**config.mk**
```make
export PLATFORM = sky130hd
export DESIGN_NAME = msdr_deq_eval
export DESIGN_NICKNAME = d
export VERILOG_FILES = /design/src/midi_stale_drop_router_queue_core_defines.svh /design/src/msdr_pkg.sv /design/src/msdr_deq_eval.sv
export SDC_FILE = /design/constraint.sdc
export NUM_CORES = 1
export LEC_CHECK = 0
export ABC_CLOCK_PERIOD_IN_PS = 4570
export BUFFER_PORTS_ARGS = -buffer_cell sky130_fd_sc_hd__buf_2
export CAP_MARGIN = 0
export CORE_ASPECT_RATIO = 0.8
export CORE_MARGIN = 4
export CORE_UTILIZATION = 43
export DETAILED_ROUTE_END_ITERATION = 8
export PLACE_DENSITY = 0.8
export RECOVER_POWER = 50
export SLEW_MARGIN = 20
export SYNTH_ARGS = -nofsm -noshare
export SYNTH_HDL_FRONTEND = slang
export SYNTH_SLANG_ARGS = --single-unit
```
**constraint.sdc**
```tcl
create_clock -name vclk -period 4.57
set_clock_uncertainty 0.1 [all_clocks]
set_input_delay 0.457 -clock vclk [all_inputs]
set_output_delay 0.457 -clock vclk [all_outputs]
set_load 0.05 [all_outputs]
```
**src/midi_stale_drop_router_queue_core_defines.svh**
```systemverilog
// Assertion macros for the MIDI stale-drop router queue.
// Included by RTL files that carry concurrent assertions; expects clk_i and rst_ni in scope.
`ifndef MIDI_STALE_DROP_ROUTER_QUEUE_CORE_DEFINES_SVH
`define MIDI_STALE_DROP_ROUTER_QUEUE_CORE_DEFINES_SVH

// Same-cycle implication, disabled during reset.
`define MSDR_ASSERT_IMPL(label, ante, cons) \
  label: assert property (@(posedge clk_i) disable iff (!rst_ni) (ante) |-> (cons)) \
    else $error("msdr assertion failed");

// Next-cycle implication, disabled during reset.
`define MSDR_ASSERT_NEXT(label, ante, cons) \
  label: assert property (@(posedge clk_i) disable iff (!rst_ni) (ante) |=> (cons)) \
    else $error("msdr assertion failed");

`endif

```
**src/msdr_pkg.sv**
```systemverilog
// Shared types and constants for the MIDI stale-drop router queue.
// No dependencies; imported by msdr_deq_eval, the top level and the testbench.
`default_nettype none

package msdr_pkg;

  typedef enum logic [1:0] {
    CMD_ENQUEUE = 2'd0,
    CMD_DEQUEUE = 2'd1,
    CMD_CLEAR   = 2'd2,
    CMD_RESET   = 2'd3
  } cmd_e;

  typedef enum logic [2:0] {
    KIND_QUEUED    = 3'd0,
    KIND_CUT       = 3'd1,
    KIND_DELIVERED = 3'd2,
    KIND_STALE     = 3'd3,
    KIND_EMPTY     = 3'd4,
    KIND_CLEARED   = 3'd5,
    KIND_STATS_RST = 3'd6
  } kind_e;

  typedef enum logic [2:0] {
    REG_ACTIVE_IF  = 3'd0,
    REG_UART_CLK   = 3'd1,
    REG_UART_TRN   = 3'd2,
    REG_USB_CLK    = 3'd3,
    REG_USB_TRN    = 3'd4,
    REG_CUT_LOCAL  = 3'd5,
    REG_CLK_LIMIT  = 3'd6,
    REG_NOTE_LIMIT = 3'd7
  } reg_idx_e;

  typedef enum logic [1:0] {
    ST_IDLE = 2'b01,
    ST_DEQ  = 2'b10
  } state_e;

  localparam logic [7:0]  STATUS_CLOCK    = 8'hF8;
  localparam logic [7:0]  STATUS_HI_MASK  = 8'hF0;
  localparam logic [7:0]  STATUS_NOTE_ON  = 8'h90;
  localparam logic [7:0]  STATUS_START    = 8'hFA;
  localparam logic [7:0]  STATUS_STOP     = 8'hFC;
  localparam logic [15:0] MIN_NOTE_LEN    = 16'd3;
  localparam logic [31:0] CLK_LIMIT_RST   = 32'd20000;
  localparam logic [31:0] NOTE_LIMIT_RST  = 32'd50000;

  // Entry layout: {time, len, third, status, tag}
  localparam int unsigned ENTRY_W = 80;

  typedef struct packed {
    logic [1:0]  active_if;
    logic        uart_clk;
    logic        uart_trn;
    logic        usb_clk;
    logic        usb_trn;
    logic        cut_local;
    logic [31:0] clk_limit;
    logic [31:0] note_limit;
  } cfg_t;

  typedef struct packed {
    kind_e       kind;
    logic        send_uart;
    logic        send_usb;
    logic [31:0] age;
    logic        clock_drop;
    logic        note_drop;
  } deq_res_t;

endpackage

`default_nettype wire

```
**src/msdr_deq_eval.sv**
```systemverilog
// Dequeue evaluation: age, stale test and UART/USB routing of one queue entry.
// Depends on msdr_pkg.
`default_nettype none

module msdr_deq_eval import msdr_pkg::*; (
  input  cfg_t        cfg_i,
  input  logic [31:0] now_i,
  input  logic [31:0] entry_time_i,
  input  logic [7:0]  status_i,
  input  logic [7:0]  third_i,
  input  logic [15:0] len_i,
  output deq_res_t    res_o
);

  logic [31:0] age;
  logic        is_clock;
  logic        is_note_on;
  logic        is_run_ctl;
  logic [7:0]  vel;
  logic        stale;
  logic        to_uart;
  logic        to_usb;

  assign age          = (now_i > entry_time_i) ? (now_i - entry_time_i) : '0;
  assign is_clock     = (status_i == STATUS_CLOCK);
  assign is_note_on   = ((status_i & STATUS_HI_MASK) == STATUS_NOTE_ON);
  assign is_run_ctl   = (status_i >= STATUS_START) && (status_i <= STATUS_STOP);
  assign vel          = (len_i < MIN_NOTE_LEN) ? 8'd0 : third_i;

  always_comb begin
    res_o.clock_drop = 1'b0;
    res_o.note_drop  = 1'b0;
    stale            = 1'b0;
    if (len_i == '0) begin
      stale = 1'b1;
    end else if (is_clock) begin
      if (age > cfg_i.clk_limit) begin
        res_o.clock_drop = 1'b1;
        stale            = 1'b1;
      end
    end else if (is_note_on) begin
      if ((vel != 8'd0) && (age > cfg_i.note_limit)) begin
        res_o.note_drop = 1'b1;
        stale           = 1'b1;
      end
    end

    to_uart = cfg_i.active_if[0];
    to_usb  = cfg_i.active_if[1];
    if (is_clock) begin
      to_uart = to_uart & cfg_i.uart_clk;
      to_usb  = to_usb & cfg_i.usb_clk;
    end
    if (is_run_ctl) begin
      to_uart = to_uart & cfg_i.uart_trn;
      to_usb  = to_usb & cfg_i.usb_trn;
    end

    res_o.age       = age;
    res_o.kind      = stale ? KIND_STALE : KIND_DELIVERED;
    res_o.send_uart = !stale && to_uart;
    res_o.send_usb  = !stale && to_usb;
  end

endmodule

`default_nettype wire

```
[Yosys cells after proc, flatten, opt, wreduce, memory -nomap -nowiden]
Index checks and enable logic that the tools add are counted.
Word-level totals
  flip-flop bits (word level): 0
  bits of input ports: 167
  output and inout bits: 39
  logic and storage cells: 35
Cells by class
  $add $sub $neg: 1
  $lt $le $gt $ge: 6
  equality and inequality tests: 2
  multiplexer cells: 15
  bitwise logic cells: 4
  reductions and logical operators: 7
Operators with widths (number)
  $gt 32x32->1: 3
  $mux 32: 1
  $sub 32x32->32: 1
  $logic_not 16->1: 1
  $lt 16x2->1 const B: 1
  $mux 1: 12
  $eq 8x8->1 const B: 1
  $ge 8x8->1 const B: 1
  $le 8x8->1 const B: 1
  $mux 8: 1
  $reduce_bool 8->1: 1
  $and 1x1->1: 4
  $eq 4x4->1 const B: 1
  $logic_and 1x1->1: 4
  $mux 2: 1
  $logic_not 1->1: 1

[Logic depth before layout (Yosys ltp)]
Gate-level depths: netlist of the first run.
  depth in word-level cells: 10
  depth in mapped cells: 23
  gate-level depth less buffers: 21

[Worst setup path before layout of the first run]
No wires, ideal clock.
  path kind: input-to-output
  from: in now_i[0]
  to: out res_o[1] (netlist bit)
  arrival time: 6.854 ns
  path slack: -2.841 ns
  stages: 20
  path buffers: 1
  cells stage by stage: inv_1 ha_1 inv_1 fa_1 a211oi_1 o21bai_2 o21ai_2 o21ai_2 a21oi_2 o21ai_2 nand2_1 buf_6 a2111oi_0 ha_1 nand2_1 nor2_1 nand4_1 nor4_1 a21o_1 nor3b_1
RTL lines
  from (decl): line msdr_deq_eval.sv:7  | input logic [31:0] now_i,
  to (decl): line msdr_deq_eval.sv:12  | output deq_res_t res_o

==> results of run 1 <==
repair_timing:
item | CTS | global route
hold buffers | 0 | 0
setup endpoints to repair | 5 | 5
gates cloned | 1 | 1
setup buffers | 8 | 9
resized for setup | 28 | 25
pin swaps | 8 | 12
metal layers:
metal  routed length (um)  vias up  part of all wire
met1                 6677     2510              0.42
met5                    0        -                 0
li1                     -     2730                 -
met4                  303        0             0.019
met3                 1043       26             0.065
met2                 7913      238              0.50
cell families after synthesis:
family | Yosys count
buf+inv | 115
xor+xnor | 24
other cells | 2
mux | 2
fa+ha+maj | 97
compound gates | 161
simple gates | 173
layout make-up:
type               count  area share
inverters            102     0.05924
multi-input cells    459      0.5819
repair buffers       352      0.3378
well taps            112     0.02100
final timing paths:
check	start	endpoint	slack (ns)	depth (start not counted)
worst max-delay path	now_i[0]	res_o[34]	-0.37	27
worst min-delay path	cfg_i[70]	res_o[34]	1.21	4
tightest hold or removal path: cells and delay by family:
| kind | cells | cell delay, ns |
|---|---|---|
| simple gates | 1 | 0.05 |
| compound gates | 1 | 0.11 |
| buf+inv | 2 | 0.24 |
stage by stage:
stage               area [sq um]  worst slack [ns]  total power (W)    util
floorplan                   4151           -0.1866        0.0006626       -
global placement            6221           -0.3805         0.001053  0.7269
detailed placement          6221           -0.5097         0.001089  0.7269
CTS                         6456           -0.2248         0.001136  0.7544
global route                6674           -0.5072         0.001299  0.7798
finish                      6674           -0.3700         0.001206  0.7798
cells in the final DEF (no fill, tap or decap), types with 10 or more instances in the layout:
| cell | n |
|---|---|
| nand4_1 | 18 |
| inv_1 | 99 |
| a21o_1 | 19 |
| o21ai_0 | 18 |
| xnor2_1 | 16 |
| o21ai_1 | 10 |
| nand3_1 | 15 |
| buf_2 | 196 |
| buf_4 | 145 |
| nor2_2 | 14 |
| nor2_4 | 11 |
| nand2_1 | 35 |
| nor2_1 | 25 |
| ha_1 | 86 |
| ha_4 | 10 |
| a21oi_1 | 50 |
power breakdown:
group          switching, W  leakage [nW]  internal (W)  total (W)
clock network             0             0             0          0
logic              0.000668          3.75      0.000538    0.00121
registers                 0             0             0          0
total              0.000668          3.75      0.000538    0.00121
==> run metrics, run 1 <==
Remaining Overflow, GRT 0; Critical Path RT 4.01 ns; FF+latch count 0; ANT nets after route 0; critical path arrival ~4.4 ns; met2 Usage GRT 0.5128; status complete, but fails checks; Synth Area in XOR/XNOR 0.05503; I/O pin count roughly 200; worst hold slack 1.213 ns; pwr dens roughly 180 mW/mm^2; drt pass-1 iters 7; share of cells above drive strength 1 0.4797; crit path buf inv count 8; Area contributors post-synth ha_1 31%, inv_1 10%, a21oi_1 7.1%; met1 Resource Use GR 0.3516; vias per cell 5.370; largest family of logic cells by synthesized area adder cells; Core Area about 0.0086 sq mm; syn_nets 838; Tmin final approximately 4.9 ns; Hold Vio Cnt, Final 0; # rows 30; multi-input logic area slightly below 0.004 sq mm; startpoint types primary input; max_cap viols 0; post-route non-filler standard cell count 1025; register area share after synthesis 0; hpwl dp between 10 and 15 mm; GR Layer Usage met3 0.02221; Via Count 5504; largest net degree at the start of global routing 16; vias in the first global route 5479; Syn Inst Count 574; cell family with most CP delay compound AO/OA/AOI/OAI gates; Compound-Gate Fraction of Synth Area 0.2719; Slew HR 0.5695; failing checks setup timing; synthesized area per cell ~6.7 sq um; Fill cells 640; Cell Area, Synth about 0.0038 sq mm; Synth top area share 0.3144; Final nets between 1000 and 1500; commonest cells in the synthesized netlist 102 x inv_1, 96 x ha_1, 54 x a21oi_1; DRC errors left 0; Tot GR Track Use 0.2759; antenna violations before repair 0; fin worst setup slack -0.3700 ns; critical path's slowest cell fa_2; Die Ht ~90 um; CP max FO 7; full die area between 0.01 and 0.015 sq mm; Placer Congestion approximately 0.95; worst setup path class in -> out; PortBufs just over 200; critical path endpoint category output pin; Syn-to-layout area delta 74.71%; Crit path largest cell delay approximately 0.37 ns; Placed Cells around 1000; first-pass GRT wire length roughly 25 mm; count leader, synth inv_1; Synth Warn # 0; post-synthesis cell type count 59; Die X-Extent approximately 110 um; final WL ~16 mm; cell taking the most area after synthesis ha_1; Seq. cell area 0 sq um; fin. max-slew vios 0; Setup violations, final 5; Clock buffer cells 0; worst min path class in -> out; Post-Synth Simple-Gate Area 0.2227; period utilization 1.081; accumulated negative setup slack -1.302 ns; Initial Utilization 0.4463; Leak between 3 and 4 nW; RSZ-0062 raised after global routing yes; Starting DRT DRC Count roughly 270; mux cell area share after synthesis 0.005241; VDD IR max 0.09212 mV; Routed WL per cell 15.55 um; number of diodes 0; most used routing layer met2; f_max just over 0.2 GHz; post-synthesis adder-cell area fraction 0.3197; worst slew pin tran between 0.6 and 0.7 ns
(Power assumes the default switching activity.)
==> inputs of run 2 (changes only) <==
--- a/config.mk
+++ b/config.mk
@@ -5,14 +5,15 @@
 export SDC_FILE = /design/constraint.sdc
 export NUM_CORES = 1
 export LEC_CHECK = 0
-export ABC_CLOCK_PERIOD_IN_PS = 4570
 export BUFFER_PORTS_ARGS = -buffer_cell sky130_fd_sc_hd__buf_2
 export CAP_MARGIN = 0
+export CELL_PAD_IN_SITES_DETAIL_PLACEMENT = 1
+export CELL_PAD_IN_SITES_GLOBAL_PLACEMENT = 2
 export CORE_ASPECT_RATIO = 0.8
 export CORE_MARGIN = 4
-export CORE_UTILIZATION = 43
+export CORE_UTILIZATION = 21
 export DETAILED_ROUTE_END_ITERATION = 8
-export PLACE_DENSITY = 0.8
+export PLACE_DENSITY_LB_ADDON = 0.1
 export RECOVER_POWER = 50
 export SLEW_MARGIN = 20
 export SYNTH_ARGS = -nofsm -noshare
==> constraint.sdc (replaced) <==
create_clock -name vclk -period 4.47
set_clock_uncertainty 0.1 [all_clocks]
set_input_delay 0.447 -clock vclk [all_inputs]
set_output_delay 0.447 -clock vclk [all_outputs]
set_load 0.05 [all_outputs]
==> run 2 against run 1 <==
Against the previous run:
- the run still ends with setup timing left
- first-iteration DRC count fell by 47%
- final cell count increased by 13%
- global-route usage shrank 10 points
- combinational power rose by 9%
- utilization shrank 37 points
- critical path type unchanged
- largest cell class unchanged
- largest power group unchanged
==> run metrics, run 2 (synthesis results as in run 1) <==
Die X-Extent 158.8 um (+40%); final WL 18.94 mm (+19%); Via Count 5407 (-1.8%); total power draw 0.001315 W (+9.0%); Slew HR 0.6015 (+0.03198); VDD IR max 0.04929 mV (-46%); antenna violations before repair 0 (unchanged); status complete, but fails checks; worst min path class in -> out; Leak 3.867 nW (+3.1%); pwr dens 183.1 mW/mm^2 (+1.3%); sw frac 0.5493 (-0.004418); Power Internal 0.0005927 W (+10%); f_max just over 0.2 GHz; Core Area 0.01759 sq mm (+110%); CP max FO 3 (-4); full die area 0.02043 sq mm (+95%); I/O pin count 206 (unchanged); failing checks setup timing; Remaining Overflow, GRT 0 (unchanged); Clock power frac 0 (unchanged); most frequent cells in the layout 196 x buf_2, 163 x buf_4, 98 x inv_1, 75 x ha_1, 44 x a21oi_1; worst slack, placed -0.8075 ns (-0.2977 ns); max_cap viols 0 (unchanged); critical path endpoint category output pin; cts hold-fix bufs 0 (unchanged); # rows 43 (+43%); Seq. cell area 0 sq um (unchanged); hpwl dp 17.07 mm (+27%); worst setup path class in -> out; Tot GR Track Use 0.1726 (-0.1033); Final Util 0.4082 (-0.3716); PortBufs 203 (unchanged); Final nets 1203 (+2.0%); FF+latch count 0 (unchanged); Seq pwr share 0 (unchanged); ANT nets after route 0 (unchanged); DRC errors left 0 (unchanged); multi-input logic area 0.004060 sq mm (+4.5%); Setup violations, final 5 (unchanged); vias per cell 4.649 (-13%); Syn-to-layout area delta 88.01%; commonest non-fill, non-tap cell in the layout buf_2; Initial Utilization 0.2171 (-0.2292); Routed WL per cell 16.29 um (+4.8%); Hold Vio Cnt, Final 0 (unchanged); largest net degree at the start of global routing 16 (unchanged); share of cells above drive strength 1 0.5176 (+0.03787); Comb power frac 1.000 (about the same); Tmin final 4.847 ns; critical path arrival 4.30 ns (-0.08 ns); Placer Congestion 0.8735 (-8.3%); worst slew pin tran 0.6004 ns (-0.04817 ns); first-pass GRT wire length 29.48 mm (+20%); Die Ht 128.6 um (+39%); RSZ-0062 raised after global routing yes; Clock buffer cells 0 (unchanged); Psw 0.0007225 W (+8.2%); startpoint types primary input; period utilization 1.084; drt pass-1 iters 4 (-3); Critical Path RT 3.92 ns (-0.09 ns); Fill cells 2225 (+250%); vias in the first global route 5841 (+6.6%); Starting DRT DRC Count 145 (-47%); fin worst setup slack -0.3771 ns (-0.007126 ns); fin. max-slew vios 0 (unchanged)
-- run 2: cell count changes in the layout (fill, tap and decap cells not counted), moves of 6 or more --
cell / previous run / this run
buf_4: 145 / 163
ha_1: 86 / 75
a21oi_1: 50 / 44
ha_4: 10 / 20
a21oi_2: 5 / 11
-- run 2: final timing paths --
kind,startpoint,end,slack [ns],cells past startpoint
worst min-delay path,cfg_i[69],res_o[35],1.19,4
worst max-delay path,now_i[0],res_o[36],-0.38,26
-- run 2: per-layer routing --
layer	up-vias	part of all wire	wire length (um)	GRT usage
met2	142	0.48	9105	0.3128
li1	2758	-	-	-
met1	2507	0.47	8993	0.2395
met4	0	0	0	0.0005102
met5	-	0	0	0
met3	0	0.045	845	0.01537
-- run 2: timing repair --
action	CTS	global route
setup buffers	14	3
cloned	0	1
resized for setup	30	62
endpoints found under the setup margin	5	5
pin swaps	27	24
-- run 2: power groups by stage --
stage,registers [W],logic (W),clock network (W)
2_1_floorplan,0,0.000677,0
3_3_place_gp,0,0.00117,0
3_5_place_dp,0,0.00120,0
4_1_cts,0,0.00125,0
5_1_grt,0,0.00144,0
6_report,0,0.00132,0.0000000000299
-- run 2: final cells by class --
cell class | count | area share
inverters | 102 | 0.05505
diodes | 1 | 0.0003484
multi-input cells | 459 | 0.5653
repair buffers | 376 | 0.3401
well taps | 225 | 0.03920
-- run 2: metrics by stage --
stage | cell area [sq um] | TNS [ns] | cells | hold slack [ns]
2_1_floorplan | 4151 | -0.9681 | 574 | 0.9861
3_3_place_gp | 6558 | -2.321 | 1146 | 1.244
3_5_place_dp | 6558 | -3.088 | 1146 | 1.252
4_1_cts | 6799 | -1.877 | 1158 | 1.196
5_1_grt | 7179 | -2.846 | 1162 | 1.204
6_report | 7182 | -1.573 | 1163 | 1.187
-- run 2: critical path, stage by stage --
cell	delay (ns)
buf_8	0.11
inv_12	0.04
ha_4	0.11
inv_2	0.03
fa_2	0.38
a211oi_4	0.26
o21bai_2	0.12
o21ai_2	0.17
o21ai_2	0.09
a21oi_2	0.18
buf_4	0.17
o21bai_4	0.07
xnor2_2	0.20
nor2_4	0.08
buf_6	0.11
buf_4	0.14
ha_4	0.26
nand4_1	0.15
nand2b_1	0.20
a31oi_1	0.19
a211oi_2	0.08
a21o_1	0.20
o211ai_1	0.08
buf_4	0.18
buf_4	0.12
buf_8	0.13
==> inputs of run 3 (changes only) <==
--- a/config.mk
+++ b/config.mk
@@ -11,7 +11,7 @@
 export CELL_PAD_IN_SITES_GLOBAL_PLACEMENT = 2
 export CORE_ASPECT_RATIO = 0.8
 export CORE_MARGIN = 4
-export CORE_UTILIZATION = 21
+export CORE_UTILIZATION = 25
 export DETAILED_ROUTE_END_ITERATION = 8
 export PLACE_DENSITY_LB_ADDON = 0.1
 export RECOVER_POWER = 50
==> constraint.sdc (replaced) <==
create_clock -name vclk -period 6.1
set_clock_uncertainty 0.1 [all_clocks]
set_input_delay 0.61 -clock vclk [all_inputs]
set_output_delay 0.61 -clock vclk [all_outputs]
set_load 0.05 [all_outputs]
==> run 3 against run 2 <==
Against the previous run:
- the run now ends clean
- flip-flop and latch count is the same
- critical endpoint is now res_o[35]
- non-clock buffer count down 169
- utilization is 7.2 points lower
- setup slack better by 0.80 ns
- sequential share of layout area is the same
==> run metrics, run 3 (synthesis results as in run 1) <==
period utilization 0.9303; share of cells above drive strength 1 0.2760 (-0.2416); f_max about 0.18 GHz; Die X-Extent 146.2 um (-7.9%); I/O pin count 206 (unchanged); Psw 0.0004158 W (-42%); final WL 15.41 mm (-19%); Power Internal 0.0002238 W (-62%); critical path's slowest cell nor4_1; PortBufs 203 (unchanged); Seq pwr share 0 (unchanged); RSZ-0062 raised after global routing no; first-pass GRT wire length 24.78 mm (-16%); Hold Vio Cnt, Final 0 (unchanged); Min-Delay Path Depth 4 (unchanged); CP max FO 4 (+1); worst setup path class in -> out; FF+latch count 0 (unchanged); Syn-to-layout area delta 31.97%; fin worst setup slack 0.4251 ns (+0.8023 ns); Starting DRT DRC Count 109 (-25%); hold_sp cfg_i[70]; full die area 0.01733 sq mm (-15%); sw frac 0.6501 (+0.1007); Final nets 1034 (-14%); vias per cell 4.821 (+3.7%); total power draw 0.0006396 W (-51%); pwr dens 126.9 mW/mm^2 (-31%); Placer Congestion 0.8619 (-1.3%); Seq. cell area 0 sq um (unchanged); fin. max-slew vios 0 (unchanged); vias in the first global route 4944 (-15%); cell family with most CP delay compound AO/OA/AOI/OAI gates; number of diodes 0 (-1); CP Cell Sequence buf_2 > inv_1 > ha_1 > inv_1 > fa_1 > a211oi_2 > o21bai_2 > o21ai_2 > o21ai_2 > a21oi_4 > o21ai_0 > a21boi_1 > mux2i_2 > buf_4 > ha_1 > nand4_1 > nor4_1 > a21o_1 > o211ai_1 > nor2_1 > clkbuf_4; worst slack, placed 0.1028 ns (+0.9102 ns); Clock buffer cells 0 (unchanged); Core Area 0.01501 sq mm (-15%); status completed; Die Ht 118.6 um (-7.8%); Crit path largest cell delay 0.54 ns (+0.16 ns); Via Count 4614 (-15%); # rows 40 (-7.0%); post-route cell area 0.005041 sq mm (-30%); Comb power frac 1.000 (about the same); Tmin final ~5.7 ns; Setup violations, final 0 (-5); critical path endpoint category output pin; antenna violations before repair 0 (unchanged); commonest non-fill, non-tap cell in the layout buf_2; Slew HR 0.5676 (-0.03389); ANT nets after route 0 (unchanged); VDD IR max 0.03003 mV (-39%); Initial Utilization 0.2544 (+0.03729); crit path buf inv count 5 (-4); DRC errors left 0 (unchanged); Tot GR Track Use 0.1692 (-0.003436); cts hold-fix bufs 0 (unchanged); Worst Hold Path EP res_o[34]; critical path arrival 4.96 ns (+0.66 ns); Leak 2.878 nW (-26%); max_cap viols 0 (unchanged); drt pass-1 iters 4 (unchanged); largest net degree at the start of global routing 18 (+2); Routed WL per cell 16.11 um (-1.1%); hpwl dp 14.31 mm (-16%); worst slew pin tran 0.6514 ns (+0.05105 ns); most frequent cells in the layout 187 x buf_2, 102 x inv_1, 96 x ha_1, 53 x a21oi_1, 49 x nor2_1; accumulated negative setup slack 0 ns (+1.573 ns); Clock power frac 0 (unchanged); startpoint types primary input; Critical Path RT 5.39 ns (+1.47 ns); DP Area 0.005035 sq mm (-23%); worst min path class in -> out; Remaining Overflow, GRT 0 (unchanged)
## run 3: cell count changes in the layout (fill, tap and decap cells not counted), moves of 10 or more
cell	previous run	this run
a21oi_2	11	1
ha_4	20	0
buf_4	163	4
nor2_4	13	0
clkbuf_1	1	15
nor2_2	12	1
ha_1	75	96
nor2_1	25	49
## run 3: worst max-delay path by stage
| stage | end | slack (ns) | startpoint | cells after the start |
|---|---|---|---|---|
| 3_5_place_dp | res_o[35] | 0.10 | now_i[0] | 23 |
| 4_1_cts | res_o[35] | 0.08 | now_i[0] | 23 |
| 6_report | res_o[35] | 0.43 | now_i[0] | 21 |
| 5_1_grt | res_o[35] | 0.006 | now_i[0] | 24 |
| 3_3_place_gp | res_o[35] | 0.20 | now_i[0] | 23 |
| 2_1_floorplan | res_o[34] | 0.02 | now_i[0] | 21 |
## run 3: metal layers
| layer | wire length, um | vias to the layer above | track usage | part of all wire |
|---|---|---|---|---|
| li1 | - | 2426 | - | - |
| met1 | 7732 | 2065 | 0.2453 | 0.50 |
| met2 | 6892 | 121 | 0.2859 | 0.45 |
| met3 | 778 | 2 | 0.01878 | 0.050 |
| met4 | 10 | 0 | 0.002350 | 0.00065 |
| met5 | 0 | - | 0 | 0 |
## run 3: final cells by class
class / count / area [sq um]
fill: 1997 / 9973
inverter: 102 / 382.9
multi-input combinational: 459 / 3392
tap: 189 / 236.5
timing repair buffer: 207 / 1030
## run 3: tightest hold or removal path, delay by kind of cell
family          cells  cell delay [ns]
simple gates        1             0.04
buf+inv             2             0.30
compound gates      1             0.06
## run 3: power groups by stage
stage               registers (W)  logic [W]  clock network, W
floorplan                       0   0.000444                 0
global placement                0   0.000630                 0
detailed placement              0   0.000644                 0
CTS                             0   0.000647                 0
global route                    0   0.000716                 0
finish                          0   0.000640                 0
## run 3: repair_timing
item | 4_1_cts | 5_1_grt
hold endpoints to repair | 0 | 0
resized for setup | 0 | 7
setup endpoints to repair | 0 | 3
setup buffers | 0 | 0
## run 3: per-stage QoR
| step | hold slack (ns) | cells | util |
|---|---|---|---|
| after floorplan | 1.362 | 574 | - |
| after global placement | 1.518 | 957 | 0.3353 |
| after detailed placement | 1.521 | 957 | 0.3353 |
| after CTS | 1.522 | 957 | 0.3353 |
| after global routing | 1.554 | 957 | 0.3358 |
| final | 1.522 | 957 | 0.3358 |
